===== config.mk =====
export PLATFORM = sky130hd
export DESIGN_NAME = sensor_sample_framer
export DESIGN_NICKNAME = d
export VERILOG_FILES = /design/src/design/ssf_pkg.sv /design/src/design/ssf_ram.sv /design/src/design/ssf_queue.sv /design/src/design/ssf_front.sv /design/src/design/ssf_back.sv /design/src/design/sensor_sample_framer.sv
export SDC_FILE = /design/constraint.sdc
export NUM_CORES = 2
export LEC_CHECK = 0
export ABC_AREA = 0
export BUFFER_PORTS_ARGS = -buffer_cell sky130_fd_sc_hd__buf_2
export CELL_PAD_IN_SITES_DETAIL_PLACEMENT = 0
export CELL_PAD_IN_SITES_GLOBAL_PLACEMENT = 1
export CORE_MARGIN = 2
export CORE_UTILIZATION = 59
export DETAILED_ROUTE_END_ITERATION = 10
export PLACE_DENSITY_LB_ADDON = 0.1
export SYNTH_ARGS = -nofsm -noshare
export SYNTH_HDL_FRONTEND = slang
export SYNTH_SLANG_ARGS = --single-unit

===== constraint.sdc =====
create_clock -name i_clk -period 13.3 [get_ports i_clk]
set_clock_uncertainty 0.15 [all_clocks]
set_input_delay 0.665 -clock i_clk [delete_from_list [all_inputs] [get_ports i_clk]]
set_output_delay 0.665 -clock i_clk [all_outputs]
set_load 0.02 [all_outputs]

===== src/design/ssf_pkg.sv =====
// ----------------------------------------------------------------------------
// ssf_pkg
// Shared types and codes for the sensor sample framer: command codes, result
// kinds, fault codes, the job record passed from intake to emission and the
// bank release record passed back.
// ----------------------------------------------------------------------------
package ssf_pkg;

    // input commands; code 3 is ignored
    localparam logic [1:0] CMD_WORD        = 2'd0;
    localparam logic [1:0] CMD_NEW_SESSION = 2'd1;
    localparam logic [1:0] CMD_FRAME_TAKEN = 2'd2;

    // job queue depth between intake and emission (power of two)
    localparam int QDEPTH = 2;

    typedef enum logic [1:0] {
        KD_HEADER = 2'd0,
        KD_VALUE  = 2'd1,
        KD_FAULT  = 2'd2
    } t_kind;

    typedef enum logic [1:0] {
        FC_NONE   = 2'd0,
        FC_MISSED = 2'd1,
        FC_FULL   = 2'd2
    } t_fault_code;

    typedef enum logic [1:0] {
        BK_IDLE = 2'd0,
        BK_READ = 2'd1,
        BK_LOAD = 2'd2
    } t_back_state;

    // one unit of work for the emission side
    typedef struct packed {
        logic        is_fault;
        logic        bank;
        t_fault_code fault_code;
        logic [63:0] frame_time;
    } t_job;

    // emission side finished reading a bank
    typedef struct packed {
        logic done;
        logic bank;
    } t_bank_release;

endpackage


===== src/design/ssf_ram.sv =====
// ----------------------------------------------------------------------------
// ssf_ram
// Generic simple dual-port RAM: one write port, one read port with
// registered read data (held while read enable is low).
// ----------------------------------------------------------------------------
module ssf_ram #(
    parameter int WIDTH = 16,
    parameter int DEPTH = 128
) (
    input  logic                     i_clk,
    input  logic                     i_we,
    input  logic [$clog2(DEPTH)-1:0] i_waddr,
    input  logic [WIDTH-1:0]         i_wdata,
    input  logic                     i_re,
    input  logic [$clog2(DEPTH)-1:0] i_raddr,
    output logic [WIDTH-1:0]         o_rdata
);

    logic [WIDTH-1:0] r_mem [DEPTH];
    logic [WIDTH-1:0] r_rdata;

    always_ff @(posedge i_clk) begin
        if (i_we) begin
            r_mem[i_waddr] <= i_wdata;
        end
        if (i_re) begin
            r_rdata <= r_mem[i_raddr];
        end
    end

    assign o_rdata = r_rdata;

endmodule


===== src/design/ssf_queue.sv =====
// ----------------------------------------------------------------------------
// ssf_queue
// Short job queue between intake and emission.
// ----------------------------------------------------------------------------
module ssf_queue (
    input  logic          i_clk,
    input  logic          i_rst_n,
    input  logic          i_push,
    input  ssf_pkg::t_job i_job,
    output logic          o_full,
    input  logic          i_pop,
    output logic          o_valid,
    output ssf_pkg::t_job o_job
);
    import ssf_pkg::*;

    localparam int PW = (QDEPTH > 1) ? $clog2(QDEPTH) : 1;
    localparam int CNTW = $clog2(QDEPTH + 1);

    t_job            r_mem [QDEPTH];
    logic [PW-1:0]   r_wptr, n_wptr;
    logic [PW-1:0]   r_rptr, n_rptr;
    logic [CNTW-1:0] r_count, n_count;

    always_comb begin
        n_wptr  = i_push ? r_wptr + 1'b1 : r_wptr;
        n_rptr  = i_pop  ? r_rptr + 1'b1 : r_rptr;
        n_count = r_count;
        if (i_push && !i_pop) begin
            n_count = r_count + 1'b1;
        end else if (!i_push && i_pop) begin
            n_count = r_count - 1'b1;
        end
    end

    always_ff @(posedge i_clk) begin
        if (!i_rst_n) begin
            r_wptr  <= '0;
            r_rptr  <= '0;
            r_count <= '0;
        end else begin
            r_wptr  <= n_wptr;
            r_rptr  <= n_rptr;
            r_count <= n_count;
        end
    end

    always_ff @(posedge i_clk) begin
        if (i_push) begin
            r_mem[r_wptr] <= i_job;
        end
    end

    assign o_full  = (r_count == CNTW'(QDEPTH));
    assign o_valid = (r_count != '0);
    assign o_job   = r_mem[r_rptr];

    a_no_overflow: assert property (@(posedge i_clk) disable iff (!i_rst_n)
        !(i_push && o_full && !i_pop))
        else $error("job queue written while full");

    a_no_underflow: assert property (@(posedge i_clk) disable iff (!i_rst_n)
        i_pop |-> o_valid)
        else $error("job queue read while empty");

endmodule


===== src/design/ssf_front.sv =====
// ----------------------------------------------------------------------------
// ssf_front
// Intake: accepts transactions, checks sequence numbers, writes channel words
// into the current bank of the value store and queues frame and fault jobs.
// ----------------------------------------------------------------------------
module ssf_front #(
    parameter int CHANNELS         = 10,
    parameter int SAMPLES_IN_FRAME = 5,
    parameter int FRAME_SLOTS      = 8,
    parameter int FW               = CHANNELS * SAMPLES_IN_FRAME,
    parameter int IW               = (FW > 1) ? $clog2(FW) : 1
) (
    input  logic                   i_clk,
    input  logic                   i_rst_n,
    input  logic                   i_cfg_we,
    input  logic [63:0]            i_cfg_wdata,
    input  logic                   i_valid,
    output logic                   o_stall,
    input  logic [1:0]             i_command,
    input  logic [63:0]            i_capture_time,
    input  logic [7:0]             i_sequence_number,
    input  logic [15:0]            i_channel_value,
    output logic                   o_push,
    output ssf_pkg::t_job          o_job,
    input  logic                   i_q_full,
    input  ssf_pkg::t_bank_release i_release,
    output logic                   o_ram_we,
    output logic [IW:0]            o_ram_waddr,
    output logic [15:0]            o_ram_wdata
);
    import ssf_pkg::*;

    localparam int WCW = $clog2(FW + 1);
    localparam int CW  = (CHANNELS > 1) ? $clog2(CHANNELS) : 1;
    localparam int FHW = $clog2(FRAME_SLOTS + 1);

    logic [63:0]    r_time_offset;
    logic [WCW-1:0] r_wc, n_wc;
    logic [CW-1:0]  r_chan, n_chan;
    logic [63:0]    r_first_time, n_first_time;
    logic [7:0]     r_prev_seq, n_prev_seq;
    logic           r_fresh, n_fresh;
    logic           r_stopped, n_stopped;
    logic [FHW-1:0] r_held, n_held;
    logic           r_bank, n_bank;
    logic [1:0]     r_busy, n_busy;

    logic        accept;
    logic        is_word;
    logic        sample_start;
    logic [7:0]  seq_step;
    logic        gap;
    logic        store;
    logic        last_word;
    logic        full_fault;
    logic [63:0] base_time;

    assign o_stall      = i_q_full || r_busy[r_bank];
    assign accept       = i_valid && !o_stall;
    assign is_word      = (i_command == CMD_WORD) && !r_stopped;
    assign sample_start = (r_chan == '0);
    assign seq_step     = i_sequence_number - r_prev_seq;
    assign gap          = is_word && sample_start && !r_fresh && (seq_step != 8'd1);
    assign store        = is_word && !gap;
    assign last_word    = store && (r_wc == WCW'(FW - 1));
    assign full_fault   = last_word && (r_held == FHW'(FRAME_SLOTS));
    assign base_time    = (r_wc == '0) ? i_capture_time : r_first_time;

    // job record and value store write
    always_comb begin
        o_push           = accept && (gap || last_word);
        o_job.is_fault   = gap || full_fault;
        o_job.bank       = r_bank;
        o_job.fault_code = gap ? FC_MISSED : (full_fault ? FC_FULL : FC_NONE);
        o_job.frame_time = base_time + r_time_offset;
        o_ram_we         = accept && store;
        o_ram_waddr      = {r_bank, r_wc[IW-1:0]};
        o_ram_wdata      = i_channel_value;
    end

    // state update
    always_comb begin
        n_wc         = r_wc;
        n_chan       = r_chan;
        n_first_time = r_first_time;
        n_prev_seq   = r_prev_seq;
        n_fresh      = r_fresh;
        n_stopped    = r_stopped;
        n_held       = r_held;
        n_bank       = r_bank;
        n_busy       = r_busy;
        if (i_release.done) begin
            n_busy[i_release.bank] = 1'b0;
        end
        if (accept) begin
            unique case (i_command)
                CMD_NEW_SESSION: begin
                    n_wc      = '0;
                    n_chan    = '0;
                    n_held    = '0;
                    n_fresh   = 1'b1;
                    n_stopped = 1'b0;
                end
                CMD_FRAME_TAKEN: begin
                    if (r_held != '0) begin
                        n_held = r_held - 1'b1;
                    end
                end
                CMD_WORD: begin
                    if (gap) begin
                        n_stopped = 1'b1;
                    end else if (store) begin
                        if (sample_start) begin
                            n_prev_seq = i_sequence_number;
                            n_fresh    = 1'b0;
                            if (r_wc == '0) begin
                                n_first_time = i_capture_time;
                            end
                        end
                        if (last_word) begin
                            n_wc   = '0;
                            n_chan = '0;
                            if (full_fault) begin
                                n_stopped = 1'b1;
                            end else begin
                                n_held         = r_held + 1'b1;
                                n_bank         = !r_bank;
                                n_busy[r_bank] = 1'b1;
                            end
                        end else begin
                            n_wc   = r_wc + 1'b1;
                            n_chan = (r_chan == CW'(CHANNELS - 1)) ? '0 : r_chan + 1'b1;
                        end
                    end
                end
                default: begin
                end
            endcase
        end
    end

    always_ff @(posedge i_clk) begin
        if (!i_rst_n) begin
            r_time_offset <= '0;
            r_wc          <= '0;
            r_chan        <= '0;
            r_first_time  <= '0;
            r_prev_seq    <= '0;
            r_fresh       <= 1'b1;
            r_stopped     <= 1'b0;
            r_held        <= '0;
            r_bank        <= 1'b0;
            r_busy        <= '0;
        end else begin
            if (i_cfg_we) begin
                r_time_offset <= i_cfg_wdata;
            end
            r_wc         <= n_wc;
            r_chan       <= n_chan;
            r_first_time <= n_first_time;
            r_prev_seq   <= n_prev_seq;
            r_fresh      <= n_fresh;
            r_stopped    <= n_stopped;
            r_held       <= n_held;
            r_bank       <= n_bank;
            r_busy       <= n_busy;
        end
    end

    a_wc_range: assert property (@(posedge i_clk) disable iff (!i_rst_n)
        r_wc < WCW'(FW))
        else $error("word count past frame length");

    a_chan_aligned: assert property (@(posedge i_clk) disable iff (!i_rst_n)
        (r_wc == '0) |-> (r_chan == '0))
        else $error("channel counter out of step with word count");

    a_frame_to_free_bank: assert property (@(posedge i_clk) disable iff (!i_rst_n)
        (o_push && !o_job.is_fault) |=> r_busy[$past(r_bank)])
        else $error("queued frame bank not marked busy");

endmodule


===== src/design/ssf_back.sv =====
// ----------------------------------------------------------------------------
// ssf_back
// Emission: takes jobs from the queue, sends a fault report or a header and
// the stored channel values through a registered output stage.
// ----------------------------------------------------------------------------
module ssf_back #(
    parameter int FW = 50,
    parameter int IW = 6
) (
    input  logic                   i_clk,
    input  logic                   i_rst_n,
    input  logic                   i_q_valid,
    input  ssf_pkg::t_job          i_job,
    output logic                   o_pop,
    output logic                   o_ram_re,
    output logic [IW:0]            o_ram_raddr,
    input  logic [15:0]            i_ram_rdata,
    output ssf_pkg::t_bank_release o_release,
    output logic                   o_valid,
    input  logic                   i_stall,
    output logic [1:0]             o_kind,
    output logic signed [63:0]     o_frame_time,
    output logic [15:0]            o_sample_value,
    output logic [1:0]             o_fault_code,
    output logic                   o_last
);
    import ssf_pkg::*;

    t_back_state r_state, n_state;
    logic [IW-1:0] r_idx, n_idx;
    logic          r_bank, n_bank;
    logic          r_out_valid, n_out_valid;
    t_kind         r_kind;
    logic [63:0]   r_time;
    logic [15:0]   r_value;
    t_fault_code   r_code;
    logic          r_last;

    logic slot_free;
    logic load_job;
    logic load_val;
    logic idx_last;

    assign slot_free = !r_out_valid || !i_stall;
    assign idx_last  = (r_idx == IW'(FW - 1));

    // next state
    always_comb begin
        n_state = r_state;
        unique case (r_state)
            BK_IDLE: if (i_q_valid && slot_free && !i_job.is_fault) n_state = BK_READ;
            BK_READ: n_state = BK_LOAD;
            BK_LOAD: if (slot_free) n_state = idx_last ? BK_IDLE : BK_READ;
            default: n_state = BK_IDLE;
        endcase
    end

    // outputs of the sequencer
    always_comb begin
        load_job       = 1'b0;
        load_val       = 1'b0;
        o_ram_re       = 1'b0;
        o_release.done = 1'b0;
        o_release.bank = r_bank;
        unique case (r_state)
            BK_IDLE: load_job = i_q_valid && slot_free;
            BK_READ: o_ram_re = 1'b1;
            BK_LOAD: begin
                load_val       = slot_free;
                o_release.done = slot_free && idx_last;
            end
            default: begin
            end
        endcase
    end

    assign o_pop       = load_job;
    assign o_ram_raddr = {r_bank, r_idx};

    always_comb begin
        n_idx  = r_idx;
        n_bank = r_bank;
        if (load_job) begin
            n_idx  = '0;
            n_bank = i_job.bank;
        end else if (load_val && !idx_last) begin
            n_idx = r_idx + 1'b1;
        end
        if (load_job || load_val) begin
            n_out_valid = 1'b1;
        end else begin
            n_out_valid = r_out_valid && i_stall;
        end
    end

    always_ff @(posedge i_clk) begin
        if (!i_rst_n) begin
            r_state     <= BK_IDLE;
            r_idx       <= '0;
            r_bank      <= 1'b0;
            r_out_valid <= 1'b0;
        end else begin
            r_state     <= n_state;
            r_idx       <= n_idx;
            r_bank      <= n_bank;
            r_out_valid <= n_out_valid;
        end
    end

    // output payload register
    always_ff @(posedge i_clk) begin
        if (load_job) begin
            r_kind  <= i_job.is_fault ? KD_FAULT : KD_HEADER;
            r_time  <= i_job.is_fault ? 64'd0 : i_job.frame_time;
            r_value <= '0;
            r_code  <= i_job.is_fault ? i_job.fault_code : FC_NONE;
            r_last  <= i_job.is_fault;
        end else if (load_val) begin
            r_kind  <= KD_VALUE;
            r_time  <= '0;
            r_value <= i_ram_rdata;
            r_code  <= FC_NONE;
            r_last  <= idx_last;
        end
    end

    assign o_valid        = r_out_valid;
    assign o_kind         = r_kind;
    assign o_frame_time   = $signed(r_time);
    assign o_sample_value = r_value;
    assign o_fault_code   = r_code;
    assign o_last         = r_last;

endmodule


===== src/design/sensor_sample_framer.sv =====
// ----------------------------------------------------------------------------
// sensor_sample_framer
// Frames multichannel capacitive sensor samples: sequence check, frame store
// in two banks, header plus channel values per completed frame, fault reports.
// ----------------------------------------------------------------------------
// Order: a header passes through the job queue and then the output register
//   after the last word of a frame is accepted; a fault report likewise after its word.
// Throughput: intake takes one transaction per cycle while o_stall is low;
//   emission sends the header, then reads each channel value from the RAM
//   and loads it, and pops the next job only once the frame has drained.
// Reset: synchronous, active low; clears control state. The value store is
//   not cleared, entries are only read after being written in the frame.
// ----------------------------------------------------------------------------
//
// Structure
//   ssf_front : intake. Accepts every transaction type, tracks word and
//               channel position, checks the sequence number at the start of
//               each sample, holds the frame slot count and the time offset
//               register, writes channel words into the value store.
//   ssf_queue : two-entry job queue. A job is either a fault report or a
//               completed frame (bank plus precomputed frame time).
//   ssf_back  : emission. Pops jobs and drives the registered output stage.
//   ssf_ram   : value store, two banks of one frame each.
//
// Banking: intake fills one bank while emission reads the other. A bank is
// marked busy when its frame is queued and released when its last value is
// loaded into the output register. Intake stalls while the bank it would
// write is busy or the job queue is full, so a slow consumer backs up intake
// only after a whole further frame has been collected.
//
module sensor_sample_framer #(
    parameter int CHANNELS         = 10,
    parameter int SAMPLES_IN_FRAME = 5,
    parameter int FRAME_SLOTS      = 8
) (
    input  logic               i_clk,
    input  logic               i_rst_n,
    // configuration: time_offset
    input  logic               i_cfg_we,
    input  logic [63:0]        i_cfg_wdata,
    // input channel
    input  logic               i_valid,
    output logic               o_stall,
    input  logic [1:0]         i_command,
    input  logic [63:0]        i_capture_time,
    input  logic [7:0]         i_sequence_number,
    input  logic [15:0]        i_channel_value,
    // output channel
    output logic               o_valid,
    input  logic               i_stall,
    output logic [1:0]         o_kind,
    output logic signed [63:0] o_frame_time,
    output logic [15:0]        o_sample_value,
    output logic [1:0]         o_fault_code,
    output logic               o_last
);
    import ssf_pkg::*;

    localparam int FW = CHANNELS * SAMPLES_IN_FRAME;
    localparam int IW = (FW > 1) ? $clog2(FW) : 1;
    localparam int RAM_DEPTH = 2 ** (IW + 1);

    logic          push;
    t_job          push_job;
    logic          q_full;
    logic          pop;
    logic          q_valid;
    t_job          head_job;
    t_bank_release release_bank;
    logic          ram_we;
    logic [IW:0]   ram_waddr;
    logic [15:0]   ram_wdata;
    logic          ram_re;
    logic [IW:0]   ram_raddr;
    logic [15:0]   ram_rdata;

    ssf_front #(
        .CHANNELS        (CHANNELS),
        .SAMPLES_IN_FRAME(SAMPLES_IN_FRAME),
        .FRAME_SLOTS     (FRAME_SLOTS),
        .FW              (FW),
        .IW              (IW)
    ) u_front (
        .i_clk            (i_clk),
        .i_rst_n          (i_rst_n),
        .i_cfg_we         (i_cfg_we),
        .i_cfg_wdata      (i_cfg_wdata),
        .i_valid          (i_valid),
        .o_stall          (o_stall),
        .i_command        (i_command),
        .i_capture_time   (i_capture_time),
        .i_sequence_number(i_sequence_number),
        .i_channel_value  (i_channel_value),
        .o_push           (push),
        .o_job            (push_job),
        .i_q_full         (q_full),
        .i_release        (release_bank),
        .o_ram_we         (ram_we),
        .o_ram_waddr      (ram_waddr),
        .o_ram_wdata      (ram_wdata)
    );

    ssf_queue u_queue (
        .i_clk  (i_clk),
        .i_rst_n(i_rst_n),
        .i_push (push),
        .i_job  (push_job),
        .o_full (q_full),
        .i_pop  (pop),
        .o_valid(q_valid),
        .o_job  (head_job)
    );

    ssf_ram #(
        .WIDTH(16),
        .DEPTH(RAM_DEPTH)
    ) u_value_store (
        .i_clk  (i_clk),
        .i_we   (ram_we),
        .i_waddr(ram_waddr),
        .i_wdata(ram_wdata),
        .i_re   (ram_re),
        .i_raddr(ram_raddr),
        .o_rdata(ram_rdata)
    );

    ssf_back #(
        .FW(FW),
        .IW(IW)
    ) u_back (
        .i_clk         (i_clk),
        .i_rst_n       (i_rst_n),
        .i_q_valid     (q_valid),
        .i_job         (head_job),
        .o_pop         (pop),
        .o_ram_re      (ram_re),
        .o_ram_raddr   (ram_raddr),
        .i_ram_rdata   (ram_rdata),
        .o_release     (release_bank),
        .o_valid       (o_valid),
        .i_stall       (i_stall),
        .o_kind        (o_kind),
        .o_frame_time  (o_frame_time),
        .o_sample_value(o_sample_value),
        .o_fault_code  (o_fault_code),
        .o_last        (o_last)
    );

endmodule

After elaboration in Yosys (flattened, before gate mapping)
Memory sizes are Yosys's and may differ from the RTL's. A register that Yosys moved wholly into a read port is not among the register bits.
Cells that the tools add are included.

cells by class
  add/sub/neg operators = 11
  magnitude comparators = 4
  equality and inequality tests = 21
  muxes and demuxes = 68
  bitwise logic cells = 6
  reductions and logical operators = 53

operators with widths
  kind                                                              count
  64-bit two-way mux                                                4
  64-bit adder                                                      1
  2-bit two-way mux                                                 19
  4-bit two-way mux                                                 9
  1-bit two-way mux                                                 25
  1-bit logical AND                                                 19
  6-bit two-way mux                                                 3
  5-bit AND reduction                                               3
  6-bit by 1-bit adder with 6-bit output (second input constant)    2
  6-bit equality test (second input constant)                       2
  2-bit by 1-bit != test with 1-bit output (second input constant)  6
  4-bit one-hot mux with 3 select lines                             1
  6-bit one-hot mux with 2 select lines                             1
  1-bit zero test                                                   11
  3-bit by 1-bit != test with 1-bit output (second input constant)  3
  4-bit by 1-bit adder with 4-bit output (second input constant)    2
  4-bit equality test (second input constant)                       2
  8-bit by 1-bit != test with 1-bit output (second input constant)  1
  4-bit one-hot mux with 2 select lines                             1
  2-bit nonzero test                                                4
  8-bit subtractor                                                  1
  7-bit AND reduction                                               1
  2-bit equality test (second input constant)                       3
  6-bit zero test                                                   1
  other kinds (24)                                                  38

storage, ports and cells
  bits in registers = 254
  memory bits (writable) = 2184
  input bits = 159
  output and inout bits = 87
  logic and storage cells = 187
  memories kept = 2

memories
  name                 words  bits a word  rd ports  clocked after memory_dff  wr ports  line             source
  u_value_store.r_mem  128    16           1         1                         1         ssf_ram.sv:19    logic [WIDTH-1:0] r_mem [DEPTH];
  u_queue.r_mem        2      68           1         1                         1         ssf_queue.sv:20  t_job r_mem [QDEPTH];

Longest topological paths before layout
  depth in word-level cells = 15
  depth in mapped cells = 18
  mapped depth without buffers = 17

By module
A second synthesis with hierarchy kept.

second synthesis, totals
  cell total of the unflattened synthesis = 4946
  area, all modules = 98545.8 µm²

by module, submodules not included
  module     instances  cells an instance  area each (µm²)  sequential area each (µm²)
  ssf_ram    1          3086               78683.0          61979.4
  ssf_front  1          1351               10973.0          3103.0
  ssf_queue  1          234                5216.3           4184.0
  ssf_back   1          275                3673.5           2592.5

Least setup slack after synthesis
OpenSTA, ideal clock, no wires.

  kind = in2reg
  start point = in i_sequence_number[0]
  end point = mem u_queue.r_mem[0][0] (netlist bit) (enable)
  setup time = 503 ps
  arrival time = 5498 ps
  data required time = 12647 ps
  setup slack = 7150 ps
  stages on the path = 11
  path buffers = 0
  path through = inv_1 -> ha_1 -> fa_1 -> o21ai_0 -> a21oi_1 -> o21bai_1 -> a21o_1 -> xor2_1 -> o41ai_4 -> a21oi_1 -> nor2b_1

between the ends
  word-level cells in the longest chain between the ends = 10

RTL lines
  item                                          line                        source
  start: declaration                            sensor_sample_framer.sv:46  input logic [7:0] i_sequence_number,
  8-bit subtractor (*)                          ssf_front.sv:62             assign seq_step = i_sequence_number - r_prev_seq;
  8-bit by 1-bit != test with 1-bit output (*)  ssf_front.sv:63             assign gap = is_word && sample_start && !r_fresh && (seq_step != 8'd1);
  1-bit logical AND (*)                         ssf_front.sv:63
  1-bit zero test                               ssf_front.sv:64             assign store = is_word && !gap;
  1-bit logical AND                             ssf_front.sv:64
  1-bit logical AND                             ssf_front.sv:65             assign last_word = store && (r_wc == WCW'(FW - 1));
  1-bit logical OR (*)                          ssf_front.sv:71             o_push = accept && (gap || last_word);
  1-bit logical AND (*)                         ssf_front.sv:71
  net push                                      sensor_sample_framer.sv:63  logic push;
  1-bit two-way mux (*)                         ssf_queue.sv:49             if (i_push) begin
  1-bit two-way mux (not written as such) (*)   ssf_queue.sv:50             r_mem[r_wptr] <= i_job;
  end: declaration                              ssf_queue.sv:20

Mark *: on every way through the listed nets, which the timed path passes. The rest lies on a longest branch.

==> impl_metrics.toml <==
[timing]
maxSlewViolCount = 0
worst_pin_slew_ns = 1.206
timing.hold.ws_ns = 0.06881
fin_setup_tns_ns = 0
hold_viol = 0
finalSetupViolCount = 0
post-route-period-util_pct = 42.35
fmax_mhz = 177.5
rsz0062_at_grt = "false"
relSlewSlack_pct = 19.54
layout_min_cycle_time_ns = 5.633

[place]
port_buffers = 245
dpl.hpwl_um = 142800
place.gp.congestion = 0.8568

[finish]
fill_cells = 10700
nets = 5682
drive_gt1_share_pct = 27.05
area_growth_pct = 13.13

[floorplan]
num_io_pins = 246
die_area_um2 = 168500
num_rows = 149
die_h_um = 410.5
core-area_um2 = 164600
initial_utilization_pct = 59.22
die_w_um = 410.5

[setup_path]
r2r_end = "u_queue.r_mem[0][45]"
path_cells = "nor2_1, nand3_4, mux2_2, ha_1, nand2_1, nor4_1, nand3_1, a311o_1, o211a_1, o31ai_1, or3b_1, o21ai_1, a21oi_1, xnor2_1"
cpLargestDelayFamily = "simple AND/OR/NAND/NOR gates"
cpMaxStageDelayCell = "nor4_1"
crit_path_max_incr_delay_ns = 0.54
path_depth = 14
path_max_fanout = 25
cp.buffers_inverters = 0
crit_type = "reg -> reg"
regToRegSetupSlack_ns = 7.67
crit_path_start_kind = "flip-flop"
reg2reg_from = "u_front.r_wc[3]"
end_kind = "flip-flop"
required_ns = 13.77
arrival_ns = 6.10
reg2regPathDepth = 14

[grt]
grt_overflow = 0
first_global_vias = 49042
antenna_found_initial = 23
grt_max_degree = 118
grt_pass1_wl_um = 342800
grtUsageTotal_pct = 28.54

[synth]
syn_inst = 4957
synth.avg_cell_area_um2 = 19.67
synth_edf_count = 2269
syn_area_um2 = 97490
synth_cell_types = 72
synth_area_leaders = "edfxtp_1 70%, mux4_2 15%, dfxtp_1 3.8%"
ys_seq_area_share_pct = 73.71
yosysTopAreaCellShare_pct = 69.89
yosysWarnings = 0
yosys.area.top_type = "edfxtp_1"
synth_flop_cell = "edfxtp_1"
synthArstFlopShare_pct = 0
synth-seq-cells = 2455
syn_nets = 5200

[worst_hold_path]
min_to = "u_front.r_first_time[47]"
hp-class = "in -> reg"
hp-start = "i_capture_time[47]"
hold_depth = 4

[drt]
viasPerCell = 6.354
postRouteWirelength_um = 238300
vias = 49818
drt_iter0_markers = 6243
antenna_left = 0
wl_per_cell_um = 30.40
drc_errors = 0
drt_pre_antenna_iters = 5

[power_and_ir_drop]
power_frac_comb_pct = 10.6
p_sw_uw = 4089
power.share.sequential_pct = 51.4
leakagePower_uw = 0.03514
p_int_uw = 13050
irDropWorstVdd_mv = 0.1498
pwr_density_cell_nw_per_um2 = 155.4
clkPwrFrac_pct = 38.1
sw_frac_of_total_pct = 23.86

[clock_tree]
clock_sinks = 2455
cts_setup_buffers = 0
cts_buffer_depth = 3
cts_buffers = 236
cts_resized = 0
h-tree-depth = 4
cts_root_buffer = "clkbuf_16"
clk_latency_ns = 0.88
holdBufCountCts = 77
cts_tree = "built"
clk_pin_slew_ns = 0.07

[run]
max_cap_violations = 0

[run_status]
outcome = "complete, no violations"
## registers in the layout (all words and copies together), names as in the netlist, 2 cells and up, named ones only
name	count
u_value_store.r_mem	2048
u_queue.r_mem	136
u_back.o_frame_time	64
u_front.r_first_time	64
u_front.r_time_offset	64
u_back.o_sample_value	16
u_value_store.o_rdata	16
u_front.r_prev_seq	8
u_back.r_idx	6
u_front.r_wc	6
u_front.r_chan	4
u_front.r_held	4
u_back.o_fault_code	2
u_back.o_kind	2
u_back.r_state	2
u_front.r_busy	2
u_queue.r_count	2
## cells in the final DEF, fill, tap and decap left out, types with 8 or more instances in the layout
| master | instances |
|---|---|
| mux2i_1 | 137 |
| nor2b_1 | 33 |
| clkinv_1 | 61 |
| a211oi_1 | 21 |
| clkbuf_16 | 237 |
| xnor2_1 | 45 |
| mux2_2 | 80 |
| xor2_1 | 33 |
| nand2_1 | 168 |
| a21o_1 | 26 |
| nand2b_1 | 10 |
| nor3_1 | 72 |
| bufinv_16 | 19 |
| clkbuf_1 | 54 |
| buf_4 | 191 |
| and2_1 | 8 |
| o21ai_0 | 59 |
| nand3_1 | 34 |
| o211ai_1 | 8 |
| o21a_1 | 12 |
| nor2_1 | 446 |
| clkinv_2 | 40 |
| ha_1 | 81 |
| nor2_2 | 11 |
| buf_2 | 228 |
| clkinvlp_4 | 9 |
| edfxtp_1 | 2269 |
| mux4_2 | 656 |
| and3_1 | 8 |
| diode_2 | 9 |
| nand4_1 | 19 |
| dfxtp_1 | 179 |
| a21oi_1 | 112 |
| inv_1 | 47 |
| a31oi_1 | 24 |
| dlygate4sd3_1 | 77 |
## cell type report
cell class / instances / area, um^2 / share of cell area, %
Sequential cell: 2455 / 71880 / 65.17
Multi-Input combinational cell: 2197 / 24490 / 22.21
Clock buffer: 293 / 6161 / 5.586
Timing Repair Buffer: 500 / 3426 / 3.106
Tap cell: 2189 / 2739 / 2.483
Clock inverter: 148 / 1384 / 1.255
Inverter: 49 / 188.9 / 0.1713
Antenna cell: 9 / 22.52 / 0.02042
## worst max-delay path by stage
stage	from	to	slack (ns)
detailed placement	u_back.r_idx[0]	u_value_store.o_rdata[5]	7.53
global route	u_back.r_idx[0]	u_value_store.o_rdata[5]	7.26
global placement	u_back.r_idx[1]	u_value_store.o_rdata[3]	7.47
floorplan	i_sequence_number[0]	u_queue.r_mem[0][0]	7.15
CTS	u_back.r_idx[0]	u_value_store.o_rdata[5]	7.53
finish	u_front.r_wc[3]	u_queue.r_mem[0][45]	7.67
## tightest hold or removal path, stage by stage
cell and delay [ns]:
buf_2 0.08, mux2_2 0.16, nor2_1 0.05, nor3_1 0.10
## metal layers
layer  track usage, %  up-vias  wire length (um)
li1                 -    21069                 -
met1            42.93    26051             98420
met2            43.13     2324            110800
met3            5.636      370             22050
met4            8.557        4              6984
met5                0        -                27
## synthesized netlist by cell type (9+ instances only)
library cell / instances
nand3_1: 35
xor2_1: 33
dfxtp_1: 186
o21ai_0: 59
xnor2_1: 45
nand2b_1: 11
mux2_2: 80
nand2_1: 169
mux4_2: 656
a211oi_1: 21
edfxtp_1: 2269
ha_1: 81
nor3_1: 72
nor2_1: 457
mux2i_1: 137
nand4_1: 19
buf_2: 54
a21oi_1: 112
and2_1: 9
inv_1: 47
nor2b_1: 34
a31oi_1: 24
o21a_1: 12
a21o_1: 26
clkbuf_1: 176
buf_1: 24
## logic make-up (layout without fill, tap and decap cells)
| family | count (synthesis) | after routing | synth area share, % |
|---|---|---|---|
| flops | 2455 | 2455 | 73.71 |
| mux | 873 | 873 | 17.48 |
| simple gates | 842 | 842 | 3.691 |
| compound gates | 320 | 320 | 2.069 |
| buf+inv | 305 | 990 | 1.246 |
| fa+ha+maj | 84 | 84 | 1.101 |
| xor+xnor | 78 | 78 | 0.7007 |
| other cells | 0 | 9 | 0 |
## power by group through the flow
| stage | combinational, uW | clock [uW] | sequential (uW) |
|---|---|---|---|
| after floorplan | 999 | 0 | 9080 |
| after global placement | 1780 | 0 | 8960 |
| after detailed placement | 1800 | 0 | 8970 |
| after CTS | 1820 | 6620 | 8810 |
| after global routing | 1940 | 6920 | 8820 |
| final | 1810 | 6520 | 8800 |
## metrics by stage
step	total power (uW)	area, um^2	worst slack, ns	std cells	utilization, %
finish	17140	110300	7.667	7840	67.00
floorplan	10080	97490	7.150	4957	-
global route	17670	110300	7.264	7834	66.99
detailed placement	10770	102000	7.525	7313	61.93
CTS	17250	110300	7.526	7831	66.99
global placement	10750	102000	7.467	7313	61.93
(Power assumes the default switching activity.)
